$ cat config.mk
export PLATFORM = sky130hd
export DESIGN_NAME = wmid_front
export DESIGN_NICKNAME = d
export VERILOG_FILES = /design/src/rtl/wmid_pkg.sv /design/src/rtl/wmid_front.sv
export SDC_FILE = /design/constraint.sdc
export NUM_CORES = 1
export LEC_CHECK = 0
export ABC_AREA = 1
export BUFFER_PORTS_ARGS = -buffer_cell sky130_fd_sc_hd__buf_2
export CAP_MARGIN = 20
export CELL_PAD_IN_SITES_DETAIL_PLACEMENT = 1
export CELL_PAD_IN_SITES_GLOBAL_PLACEMENT = 1
export CORE_ASPECT_RATIO = 0.8
export CORE_MARGIN = 2
export CORE_UTILIZATION = 43
export DETAILED_ROUTE_END_ITERATION = 7
export HOLD_SLACK_MARGIN = 0.05
export PLACE_DENSITY_LB_ADDON = 0.15
export SLEW_MARGIN = 0
export SYNTH_ARGS = -nofsm -noshare
export SYNTH_HDL_FRONTEND = slang
export SYNTH_SLANG_ARGS = --single-unit
export TNS_END_PERCENT = 50
$ cat constraint.sdc
create_clock -name clk -period 6 [get_ports clk]
set_input_delay 0.6 -clock clk [delete_from_list [all_inputs] [get_ports clk]]
set_output_delay 0.6 -clock clk [all_outputs]
set_load 0.02 [all_outputs]
$ cat src/rtl/wmid_pkg.sv
// ----------------------------------------------------------------------------
// wmid_pkg
// Shared types and constants of the management frame intrusion detector.
// ----------------------------------------------------------------------------
package wmid_pkg;

  localparam logic [1:0] ALERT_NONE    = 2'd0;
  localparam logic [1:0] ALERT_FLOOD   = 2'd1;
  localparam logic [1:0] ALERT_TWIN    = 2'd2;
  localparam logic [1:0] ALERT_UNKNOWN = 2'd3;

  localparam logic [3:0] SUB_DEAUTH   = 4'd12;
  localparam logic [3:0] SUB_DISASSOC = 4'd10;
  localparam logic [3:0] SUB_BEACON   = 4'd8;
  localparam logic [3:0] SUB_PROBE_RSP = 4'd5;

  localparam logic [1:0] TYPE_MGMT = 2'd0;

  localparam logic [1:0] FLAG_TWIN    = 2'b01;
  localparam logic [1:0] FLAG_UNKNOWN = 2'b10;

  localparam logic [1:0] REG_WINDOW_MS = 2'd0;
  localparam logic [1:0] REG_THRESHOLD = 2'd1;
  localparam logic [1:0] REG_UNKNOWN_EN = 2'd2;

  typedef struct packed {
    logic [11:0] frame_length;
    logic [1:0]  frame_type;
    logic [3:0]  frame_subtype;
    logic [31:0] time_ms;
    logic [47:0] bssid;
    logic        ssid_parsed;
    logic        ssid_trusted;
    logic        bssid_trusted;
  } frame_t;

  typedef struct packed {
    logic [1:0]  alert_kind;
    logic        flood_by_disassoc;
    logic [31:0] window_count;
    logic        table_full;
    logic [31:0] mgmt_count;
    logic [31:0] beacon_frames;
    logic [31:0] deauth_frames;
    logic [31:0] alert_total;
    logic [6:0]  ap_count;
  } result_t;

  // Classified work handed from the front part to the back part.
  typedef enum logic [1:0] {
    OP_IGNORE,
    OP_OTHER,
    OP_DEAUTH,
    OP_BEACON
  } op_t;

  typedef struct packed {
    op_t         op;
    logic        disassoc;
    logic        reg_lookup;
    logic [1:0]  flag;
    logic [1:0]  kind;
    logic [31:0] time_ms;
    logic [47:0] bssid;
  } work_t;

endpackage

$ cat src/rtl/wmid_front.sv
// ----------------------------------------------------------------------------
// wmid_front
// Accepts frame digests, classifies them and pushes work into a small queue.
// ----------------------------------------------------------------------------
module wmid_front #(
  parameter int MIN_FRAME_BYTES = 24
) (
  input  logic               clk,
  input  logic               rst,
  input  wmid_pkg::frame_t   in_data,
  input  logic               in_valid,
  output logic               in_ready,
  input  logic               unknown_en,
  output wmid_pkg::work_t    work,
  output logic               work_valid,
  input  logic               work_ready
);
  import wmid_pkg::*;

  localparam int QDEPTH = 2;

  work_t      q [QDEPTH];
  logic       wptr, rptr;
  logic [1:0] count;
  work_t      cls;
  logic       push, pop;

  always_comb begin
    cls            = '0;
    cls.time_ms    = in_data.time_ms;
    cls.bssid      = in_data.bssid;
    cls.disassoc   = (in_data.frame_subtype == SUB_DISASSOC);
    cls.op         = OP_IGNORE;
    if (in_data.frame_length >= 12'(MIN_FRAME_BYTES) && in_data.frame_type == TYPE_MGMT) begin
      if (in_data.frame_subtype == SUB_DEAUTH || in_data.frame_subtype == SUB_DISASSOC) begin
        cls.op = OP_DEAUTH;
      end else if (in_data.frame_subtype == SUB_BEACON ||
                   in_data.frame_subtype == SUB_PROBE_RSP) begin
        cls.op = OP_BEACON;
        if (in_data.ssid_parsed) begin
          if (in_data.ssid_trusted && !in_data.bssid_trusted) begin
            cls.reg_lookup = 1'b1;
            cls.flag       = FLAG_TWIN;
            cls.kind       = ALERT_TWIN;
          end else if (!in_data.ssid_trusted && unknown_en) begin
            cls.reg_lookup = 1'b1;
            cls.flag       = FLAG_UNKNOWN;
            cls.kind       = ALERT_UNKNOWN;
          end
        end
      end else begin
        cls.op = OP_OTHER;
      end
    end
  end

  assign in_ready   = (count != 2'(QDEPTH));
  assign push       = in_valid && in_ready;
  assign work_valid = (count != 2'd0);
  assign pop        = work_valid && work_ready;
  assign work       = q[rptr];

  always_ff @(posedge clk) begin
    if (push) begin
      q[wptr] <= cls;
    end
    if (rst) begin
      wptr  <= 1'b0;
      rptr  <= 1'b0;
      count <= 2'd0;
    end else begin
      if (push) wptr <= ~wptr;
      if (pop) rptr <= ~rptr;
      count <= count + 2'(push) - 2'(pop);
    end
  end

endmodule

==> metrics.yaml <==
synth:
  synth_xor_area_share_pct: 0.129
  synth_compound_area_share_pct: 0.331
  synth_area_sq_um: 6810
  ys_ff_latch: 177
  avgSynthCellArea_sq_um: 20.1
  yosysTopAreaCell: "edfxtp_1"
  yosysWarningCount: 0
  synth_top_family_by_area: "multiplexers"
  synth_area_leaders: "edfxtp_1 76%, mux2_4 8.8%, mux2_2 7.6%"
  synth_cells: 339
  synth-simple-area-share_pct: 2.63
  synthMuxAreaShare_pct: 16.4
  synth_nets: 447
  synthAdderAreaFrac_pct: 0.367
  ys_seq_area_share_pct: 77.3
  synth_top_area_share_pct: 75.8
  yosys.cell_types.count: 20
floorplan:
  die_area_sq_um: 16900
  dieHeight_um: 117
  die_x_um: 145
  initial_core_util_pct: 43.5
  io_pins: 196
  rows: 41
  core_sq_um: 15600
placement:
  pre_cts_ws_ns: 3.17
  place_hpwl_um: 8810
  io_buffers: 192
  gp_congestion: 0.675
worst_setup_path:
  path_cells: "buf_4 > mux2_2 > buf_2"
  worstPathRequired_ns: 5.40
  crit_path_end_kind: "output port"
  cp_slowest_cell: "dfxtp_4"
  cp_max_fo: 58
  start_kind: "flop"
  max_stage_delay_ns: 0.96
  critical_path_class: "flop to output port"
  worstPathArrival_ns: 2.55
drt:
  wl_met1_um: 5250
  met3_length_um: 1190
  top_layer_used: "met5"
  drt_iter0_markers: 193
  first_pass_iters: 4
  dr_wl_met2_um: 6460
  dr_total_vias: 3579
  vias_per_cell: 4.65
  drt_wl_total_um: 13100
  wl_per_cell_um: 17.1
  antenna_left: 0
  drc: 0
clock_network:
  cts.sinks: 177
  cts_buffers: 17
  htreeDepth: 4
  cts_resized: 0
  postCtsHoldBufs: 0
  tritoncts: "built"
  cts_setup_buffers: 0
  root_buffer: "clkbuf_16"
  clock_latency_ns: 0.42
  clkTransAtPathRegs_ns: 0.06
  cts_max_path_buffers: 2
cells_and_area:
  layout_commonest_cell: "buf_2"
  area_growth_pct: 25.5
  most-common-layout-cells: "192 x buf_2, 172 x edfxtp_1, 46 x mux2_2, 40 x mux2_4"
  fin_nets: 650
  drive_above_1_share_pct: 56.1
  diodes: 0
  fillers: 1505
timing:
  fin_ws_ns: 2.85
  tns_ns: 0
  slew_headroom_pct: 38.4
  setup_violations: 0
  worst_pin_slew_ns: 0.925
  min_period_over_period_pct: 52.6
  min_period_ns: 3.15
  rsz0062_at_grt: "false"
  drv_slew: 0
  max_freq_mhz: 317
  finalClockSkew_ns: 0.00721
  hold_violations: 0
flow_run:
  max_cap_viol_count: 0
global_route:
  grt_overflow_total: 0
  grt_pass1_wl_um: 19400
  grt_start_max_net_pins: 61
  grt_usage_pct: 15.7
  grt_pass1_vias: 3817
  antenna_found_initial: 1
outcome:
  status: "complete, no violations"
power_and_ir_drop:
  max-vdd-ir-drop_v: 0.000268
  p_leak_nw: 3.35
  power_density_nw_per_um2: 439
hold_path:
  hold_path.class: "input pin to flop"
==> worst max-delay path: cells and delay by family, from the launching register on <==
family | cells | cell delay, ns
muxes | 1 | 0.40
DFF | 1 | 0.96
buffers and inverters | 2 | 0.74
==> sequential cells by signal (all words and copies together), names as in the netlist, named ones only <==
| name | flops |
|---|---|
| q | 172 |
| rptr | 1 |
| count | 2 |
| wptr | 1 |
==> layer usage <==
layer | vias to the layer above | global-route usage (%)
met5 | - | 0
met1 | 1750 | 18.0
met4 | 2 | 6.08
met3 | 18 | 7.22
met2 | 121 | 25.8
li1 | 1688 | -
==> logic make-up after synthesis <==
logic type | after synthesis
AO/OA/AOI/OAI | 4
XOR/XNOR | 1
adder cells (fa/ha/maj) | 2
buffers and inverters | 26
flip-flops | 177
multiplexers | 86
AND/OR/NAND/NOR | 43
==> power breakdown <==
group	internal [mW]	switching, mW	total (mW)
clock network	0.692	0.433	1.13
registers	1.58	0.0975	1.67
logic	0.405	0.545	0.950
total	2.67	1.08	3.75
==> stage by stage <==
stage	power [mW]	area, sq um	hold WS, ns	cells	util [%]
after floorplan	2.40	6810	0.496	339	-
after global placement	2.64	7950	0.517	738	50.8
after detailed placement	2.67	7950	0.537	738	50.8
after CTS	3.80	8550	0.341	769	54.6
after global routing	3.91	8550	0.341	769	54.6
final	3.75	8550	0.367	769	54.6
==> synth_stat cells (all sizes together) <==
cell / number
a21oi: 1
buf: 12
dfxtp: 5
edfxtp: 172
ha: 2
inv: 14
mux2: 86
nand2: 17
nand3: 2
nor2: 18
nor3: 3
nor3b: 3
o21a: 1
o21ai: 2
xnor2: 1
==> cell type report <==
cell class / count / area (sq um) / share of cell area, %
Clock buffer: 20 / 437 / 5.11
Clock inverter: 11 / 163 / 1.90
Inverter: 14 / 52.6 / 0.615
Multi-Input combinational cell: 136 / 1370 / 16.0
Sequential cell: 177 / 5270 / 61.6
Tap cell: 215 / 269 / 3.15
Timing Repair Buffer: 196 / 991 / 11.6
==> final timing paths <==
check,from,to,slack (ns),cells after the start
setup / recovery,flop,work[21],2.85,3
hold / removal,in_data[81],q[1][78],0.37,1
setup reg to reg,count[0],q[0][14],3.40,5
hold reg to reg,rptr,flop,0.55,2
No activity file was read; power rests on OpenSTA's default activity.
