<file path="src/rtl/wmid_pkg.sv">
// ----------------------------------------------------------------------------
// wmid_pkg
// Shared types and constants of the management frame intrusion detector.
// ----------------------------------------------------------------------------
package wmid_pkg;

  localparam logic [1:0] ALERT_NONE    = 2'd0;
  localparam logic [1:0] ALERT_FLOOD   = 2'd1;
  localparam logic [1:0] ALERT_TWIN    = 2'd2;
  localparam logic [1:0] ALERT_UNKNOWN = 2'd3;

  localparam logic [3:0] SUB_DEAUTH   = 4'd12;
  localparam logic [3:0] SUB_DISASSOC = 4'd10;
  localparam logic [3:0] SUB_BEACON   = 4'd8;
  localparam logic [3:0] SUB_PROBE_RSP = 4'd5;

  localparam logic [1:0] TYPE_MGMT = 2'd0;

  localparam logic [1:0] FLAG_TWIN    = 2'b01;
  localparam logic [1:0] FLAG_UNKNOWN = 2'b10;

  localparam logic [1:0] REG_WINDOW_MS = 2'd0;
  localparam logic [1:0] REG_THRESHOLD = 2'd1;
  localparam logic [1:0] REG_UNKNOWN_EN = 2'd2;

  typedef struct packed {
    logic [11:0] frame_length;
    logic [1:0]  frame_type;
    logic [3:0]  frame_subtype;
    logic [31:0] time_ms;
    logic [47:0] bssid;
    logic        ssid_parsed;
    logic        ssid_trusted;
    logic        bssid_trusted;
  } frame_t;

  typedef struct packed {
    logic [1:0]  alert_kind;
    logic        flood_by_disassoc;
    logic [31:0] window_count;
    logic        table_full;
    logic [31:0] mgmt_count;
    logic [31:0] beacon_frames;
    logic [31:0] deauth_frames;
    logic [31:0] alert_total;
    logic [6:0]  ap_count;
  } result_t;

  // Classified work handed from the front part to the back part.
  typedef enum logic [1:0] {
    OP_IGNORE,
    OP_OTHER,
    OP_DEAUTH,
    OP_BEACON
  } op_t;

  typedef struct packed {
    op_t         op;
    logic        disassoc;
    logic        reg_lookup;
    logic [1:0]  flag;
    logic [1:0]  kind;
    logic [31:0] time_ms;
    logic [47:0] bssid;
  } work_t;

endpackage

</file>
<file path="src/rtl/wmid_back.sv">
// ----------------------------------------------------------------------------
// wmid_back
// Executes classified work: counters, flood window and the BSSID registry.
// ----------------------------------------------------------------------------
module wmid_back #(
  parameter int TABLE_ENTRIES = 96
) (
  input  logic               clk,
  input  logic               rst,
  input  wmid_pkg::work_t    work,
  input  logic               work_valid,
  output logic               work_ready,
  input  logic [15:0]        window_len,
  input  logic [15:0]        flood_threshold,
  output wmid_pkg::result_t  res,
  output logic               res_valid,
  input  logic               res_ready
);
  import wmid_pkg::*;

  localparam int IW = (TABLE_ENTRIES > 1) ? $clog2(TABLE_ENTRIES) : 1;
  localparam int CW = $clog2(TABLE_ENTRIES + 1);

  typedef enum logic [2:0] {S_IDLE, S_SCAN, S_CMP, S_DONE, S_OUT} state_t;

  state_t      state;
  work_t       cur;
  // Each table word holds the alert flags above the 48-bit BSSID.
  logic [49:0] mem [TABLE_ENTRIES];
  logic [49:0] rd_word;
  logic [49:0] wr_word;
  logic        wr_en;
  logic [IW-1:0] wr_idx;
  logic [TABLE_ENTRIES-1:0] in_use;
  logic [IW-1:0] idx, cmp_idx, free_idx;
  logic        free_found, hit;
  logic [IW-1:0] hit_idx;
  logic [1:0]  hit_flags;
  logic [31:0] window_start, window_hits;
  logic        flood_reported;
  logic [31:0] cnt_mgmt, cnt_beacon, cnt_deauth, cnt_alert;
  logic [CW-1:0] used;
  logic [31:0] hits_inc;
  logic [31:0] elapsed;
  logic [1:0]  out_kind;
  logic        out_disassoc, out_full;

  assign work_ready = (state == S_IDLE) && !res_valid;
  assign hits_inc   = window_hits + 32'd1;
  assign elapsed    = work.time_ms - window_start;

  assign wr_en   = (state == S_DONE) &&
                   (hit ? ((hit_flags & cur.flag) == 2'b00) : free_found);
  assign wr_idx  = hit ? hit_idx : free_idx;
  assign wr_word = {(hit ? (hit_flags | cur.flag) : cur.flag), cur.bssid};

  always_ff @(posedge clk) begin
    rd_word <= mem[idx];
    if (wr_en) begin
      mem[wr_idx] <= wr_word;
    end
  end

  always_ff @(posedge clk) begin
    if (rst) begin
      state          <= S_IDLE;
      res_valid      <= 1'b0;
      window_start   <= '0;
      window_hits    <= '0;
      flood_reported <= 1'b0;
      cnt_mgmt       <= '0;
      cnt_beacon     <= '0;
      cnt_deauth     <= '0;
      cnt_alert      <= '0;
      used           <= '0;
      in_use         <= '0;
      out_kind       <= ALERT_NONE;
      out_disassoc   <= 1'b0;
      out_full       <= 1'b0;
    end else begin
      if (res_valid && res_ready) res_valid <= 1'b0;
      unique case (state)
        S_IDLE: begin
          if (work_valid && work_ready) begin
            cur          <= work;
            out_kind     <= ALERT_NONE;
            out_disassoc <= 1'b0;
            out_full     <= 1'b0;
            unique case (work.op)
              OP_IGNORE: state <= S_OUT;
              OP_OTHER: begin
                cnt_mgmt <= cnt_mgmt + 32'd1;
                state    <= S_OUT;
              end
              OP_DEAUTH: begin
                cnt_mgmt   <= cnt_mgmt + 32'd1;
                cnt_deauth <= cnt_deauth + 32'd1;
                if (elapsed > {16'd0, window_len}) begin
                  window_start <= work.time_ms;
                  window_hits  <= 32'd1;
                  if (32'd1 >= {16'd0, flood_threshold}) begin
                    flood_reported <= 1'b1;
                    cnt_alert      <= cnt_alert + 32'd1;
                    out_kind       <= ALERT_FLOOD;
                    out_disassoc   <= work.disassoc;
                  end else begin
                    flood_reported <= 1'b0;
                  end
                end else begin
                  window_hits <= hits_inc;
                  if (hits_inc >= {16'd0, flood_threshold} && !flood_reported) begin
                    flood_reported <= 1'b1;
                    cnt_alert      <= cnt_alert + 32'd1;
                    out_kind       <= ALERT_FLOOD;
                    out_disassoc   <= work.disassoc;
                  end
                end
                state <= S_OUT;
              end
              OP_BEACON: begin
                cnt_mgmt   <= cnt_mgmt + 32'd1;
                cnt_beacon <= cnt_beacon + 32'd1;
                idx        <= '0;
                free_found <= 1'b0;
                hit        <= 1'b0;
                state      <= work.reg_lookup ? S_SCAN : S_OUT;
              end
              default: state <= S_OUT;
            endcase
          end
        end
        // Memory read issued for idx; compared in the next cycle, in S_CMP.
        S_SCAN: begin
          cmp_idx <= idx;
          state   <= S_CMP;
        end
        S_CMP: begin
          if (in_use[cmp_idx]) begin
            if (rd_word[47:0] == cur.bssid) begin
              hit       <= 1'b1;
              hit_idx   <= cmp_idx;
              hit_flags <= rd_word[49:48];
            end
          end else if (!free_found) begin
            free_found <= 1'b1;
            free_idx   <= cmp_idx;
          end
          if ((in_use[cmp_idx] && rd_word[47:0] == cur.bssid) ||
              cmp_idx == IW'(TABLE_ENTRIES - 1)) begin
            state <= S_DONE;
          end else begin
            idx   <= cmp_idx + IW'(1);
            state <= S_SCAN;
          end
        end
        S_DONE: begin
          if (hit) begin
            if ((hit_flags & cur.flag) == 2'b00) begin
              cnt_alert <= cnt_alert + 32'd1;
              out_kind  <= cur.kind;
            end
          end else if (free_found) begin
            in_use[free_idx] <= 1'b1;
            used             <= used + CW'(1);
            cnt_alert        <= cnt_alert + 32'd1;
            out_kind         <= cur.kind;
          end else begin
            out_full <= 1'b1;
          end
          state <= S_OUT;
        end
        S_OUT: begin
          res_valid <= 1'b1;
          state     <= S_IDLE;
        end
        default: state <= S_IDLE;
      endcase
    end
  end

  always_comb begin
    res.alert_kind        = out_kind;
    res.flood_by_disassoc = out_disassoc;
    res.table_full        = out_full;
    res.window_count      = window_hits;
    res.mgmt_count        = cnt_mgmt;
    res.beacon_frames     = cnt_beacon;
    res.deauth_frames     = cnt_deauth;
    res.alert_total       = cnt_alert;
    res.ap_count          = 7'(used);
  end

endmodule

</file>
<file path="config.mk">
export PLATFORM = sky130hd
export DESIGN_NAME = wmid_back
export DESIGN_NICKNAME = d
export VERILOG_FILES = /design/src/rtl/wmid_pkg.sv /design/src/rtl/wmid_back.sv
export SDC_FILE = /design/constraint.sdc
export NUM_CORES = 2
export LEC_CHECK = 0
export BUFFER_PORTS_ARGS = -buffer_cell sky130_fd_sc_hd__buf_4
export CORE_UTILIZATION = 30
export DETAILED_ROUTE_END_ITERATION = 10
export GPL_ROUTABILITY_DRIVEN = 0
export SYNTH_ARGS = -nofsm -noshare
export SYNTH_HDL_FRONTEND = slang
export SYNTH_MEMORY_MAX_BITS = 65536
export SYNTH_SLANG_ARGS = --single-unit
</file>
<file path="constraint.sdc">
create_clock -name clk -period 6.2 [get_ports clk]
set_clock_uncertainty 0.15 [all_clocks]
set_input_delay 0.31 -clock clk [delete_from_list [all_inputs] [get_ports clk]]
set_output_delay 0.31 -clock clk [all_outputs]
set_load 0.05 [all_outputs]
</file>
==> impl_metrics.ini <==
[run_status]
status = completed

[critical_path]
required_ps = 6960
crit_type = reg2reg
crit_family = simple AND/OR/NAND/NOR gates
crit_arrival_ps = 6640
crit_buf_inv = 3
end_kind = register
path_max_fanout = 38
cpPeakStageDelay_ps = 570
worstSetupStartpointType = register
crit_path_top_delay_cell = dlygate4sd3_1

[global_route]
grt_usage_pct = 16.20
grt_pass1_vias = 100200
grt_overflow = 0
antenna_found_initial = 26
grt_pass1_wl_um = 792200
grt_max_degree = 125

[layout]
final_common_cell = edfxtp_1
layout-drive-gt1-share_pct = 30.00
area_growth_pct = 17.96
fin_cells = 19580
nets = 10410
postLayoutCoreUtil_pct = 35.54
final_cell_mix = edfxtp_1, mux4_2, buf_4, clkbuf_16, dfxtp_1

[timing]
setup_viol = 0
relSlewSlack_pct = 13.33
min_period_ps = 5879
hold_viol_final = 0
worst_pin_slew_ps = 1300
slew_viol_final = 0
max_freq_ghz = 0.1701
finalCritPeriodShare_pct = 94.82
setup_tns_ps = 0
rsz0062_at_grt = no
worst_hold_slack_ps = 87.39

[logic_synthesis]
synth_warnings = 0
yosys_register_bits = 5238
synth_cells = 9240
synth_compound_area_share_pct = 1.484
yosys.area_share.simple_pct = 2.396
synth_area_leaders = edfxtp_1, mux4_2, dfxtp_1
yosysUniqueCellTypes = 83
ys.flop_type = edfxtp_1
synth_top_family_by_area = multiplexers
synth_fa_ha_area_share_pct = 0.4423
syn_area_sq_um = 202500
synthMuxAreaShare_pct = 17.90
yosysSeqAreaShare_pct = 75.91
synth_edf_count = 4884
synth_area_per_cell_sq_um = 21.92
yosysTopAreaCell = edfxtp_1
synth_top_area_share_pct = 72.41
async_reset_ff_share_pct = 0
syn-num-nets = 9435
synthXorXnorAreaFrac_pct = 0.7914

[routing]
drcViolationCount = 0
avgViaCountPerCell = 5.163
first_pass_iters = 6
vias = 101100
routedWlPerCell_um = 28.94
ant_nets = 0
drt_iter0_drc = 12530
wl_um = 566800

[floorplan]
ios = 297
rows = 301
die_h_um = 823.7
start_util_pct = 30.13
coreArea_sq_um = 672300
die-area_sq_um = 678400
dieWidth_um = 823.7

[power]
p_leak_nw = 74.85
powerDensity_nw_per_um2 = 302.9
peakVddDrop_v = 0.0002735
total_power_mw = 72.37

[place]
place_inst = 18450
dp_hpwl_um = 325900
port_buffers = 296

[clock_network]
clockBufferDepth = 4
cts_sinks = 5238
cts_root_buf = clkbuf_16
postCtsSetupRepairBufs = 0
cts.htree.levels = 6
cts_tree = built
clk_transition_reported_paths_ps = 60
clk_latency_ps = 1080
numCtsBuffers = 527

[hold_path]
min_path_type = in2reg

[job]
max_cap_violations = 0
-- stage by stage --
step / setup slack [ps] / area (sq um)
after floorplan: 1042 / 202500
after global placement: 316.6 / 220200
after detailed placement: 286.6 / 220200
after CTS: 56.75 / 238800
after global routing: 13.97 / 238900
final: 320.9 / 238900
-- tightest hold or removal path: stages --
cell	delay, ps
dlygate4sd3_1	600
buf_4	190
nand2_1	60
a21oi_1	50
-- kinds of logic (layout without fill, tap and decap cells) --
family | after synthesis | count (layout)
other | 0 | 12
multiplexers | 1645 | 1645
AO/OA/AOI/OAI | 509 | 509
buffers and inverters | 572 | 1964
AND/OR/NAND/NOR | 1022 | 1022
adder cells (fa/ha/maj) | 71 | 71
XOR/XNOR | 183 | 183
flip-flops | 5238 | 5238
-- worst paths after layout --
path	start	end	depth (start not counted)	slack [ps]
hold / removal	work[76]	window_start[28]	4	90
hold reg to reg	rd_word[48]	hit_flags[0]	0	260
setup / recovery	window_start[4]	out_kind[0]	25	320
setup reg to reg	window_start[4]	out_kind[0]	25	320
-- registers in the layout, summed over array words and instances, names as in the netlist, 32 cells and up --
name / flops
cnt_beacon: 32
cur: 52
cnt_mgmt: 32
cnt_alert: 32
mem: 4800
window_start: 32
cnt_deauth: 32
rd_word: 50
window_hits: 32
in_use: 96
-- cell type report --
type	instances	area, sq um
antenna	12	30.03
clock buffer	674	14260
multi-input combinational	3430	47400
timing repair buffer	922	9349
inverter	99	371.6
tap	8938	11180
sequential	5238	153700
clock inverter	269	2571
fill	61340	433300
-- cell usage after synthesis (all sizes together), types with 45 or more instances --
library cell	n
mux2i	61
nand3	69
a21oi	294
inv	99
buf	106
and3	47
edfxtp	4884
nand2	213
o21ai	67
nor2	431
dfxtp	354
ha	70
mux4	1581
nand4	51
xnor2	45
clkbuf	367
xor2	138
-- metal layers --
metal  vias up  part of all wire, %  global-route usage [%]
li1      40820                    -                       -
met1     55130                   41                   22.42
met2      4364                   47                   25.97
met3       779                  7.9                   2.795
met4         6                  3.7                   5.526
met5         -               0.0060                       0
-- report_power, final --
group | total (mW) | internal, mW | switching, mW
Sequential | 38.7 | 38.6 | 0.0805
Combinational | 2.17 | 0.816 | 1.36
Clock | 31.5 | 18.0 | 13.5
Total | 72.4 | 57.5 | 14.9
-- what timing repair did --
action                                  CTS  global route
gates resized for setup                   0            10
hold buffers                            182             0
endpoints found under the setup margin    0             2
hold endpoints to repair                231             0
Note: power is estimated with default switching activity, not from simulation.
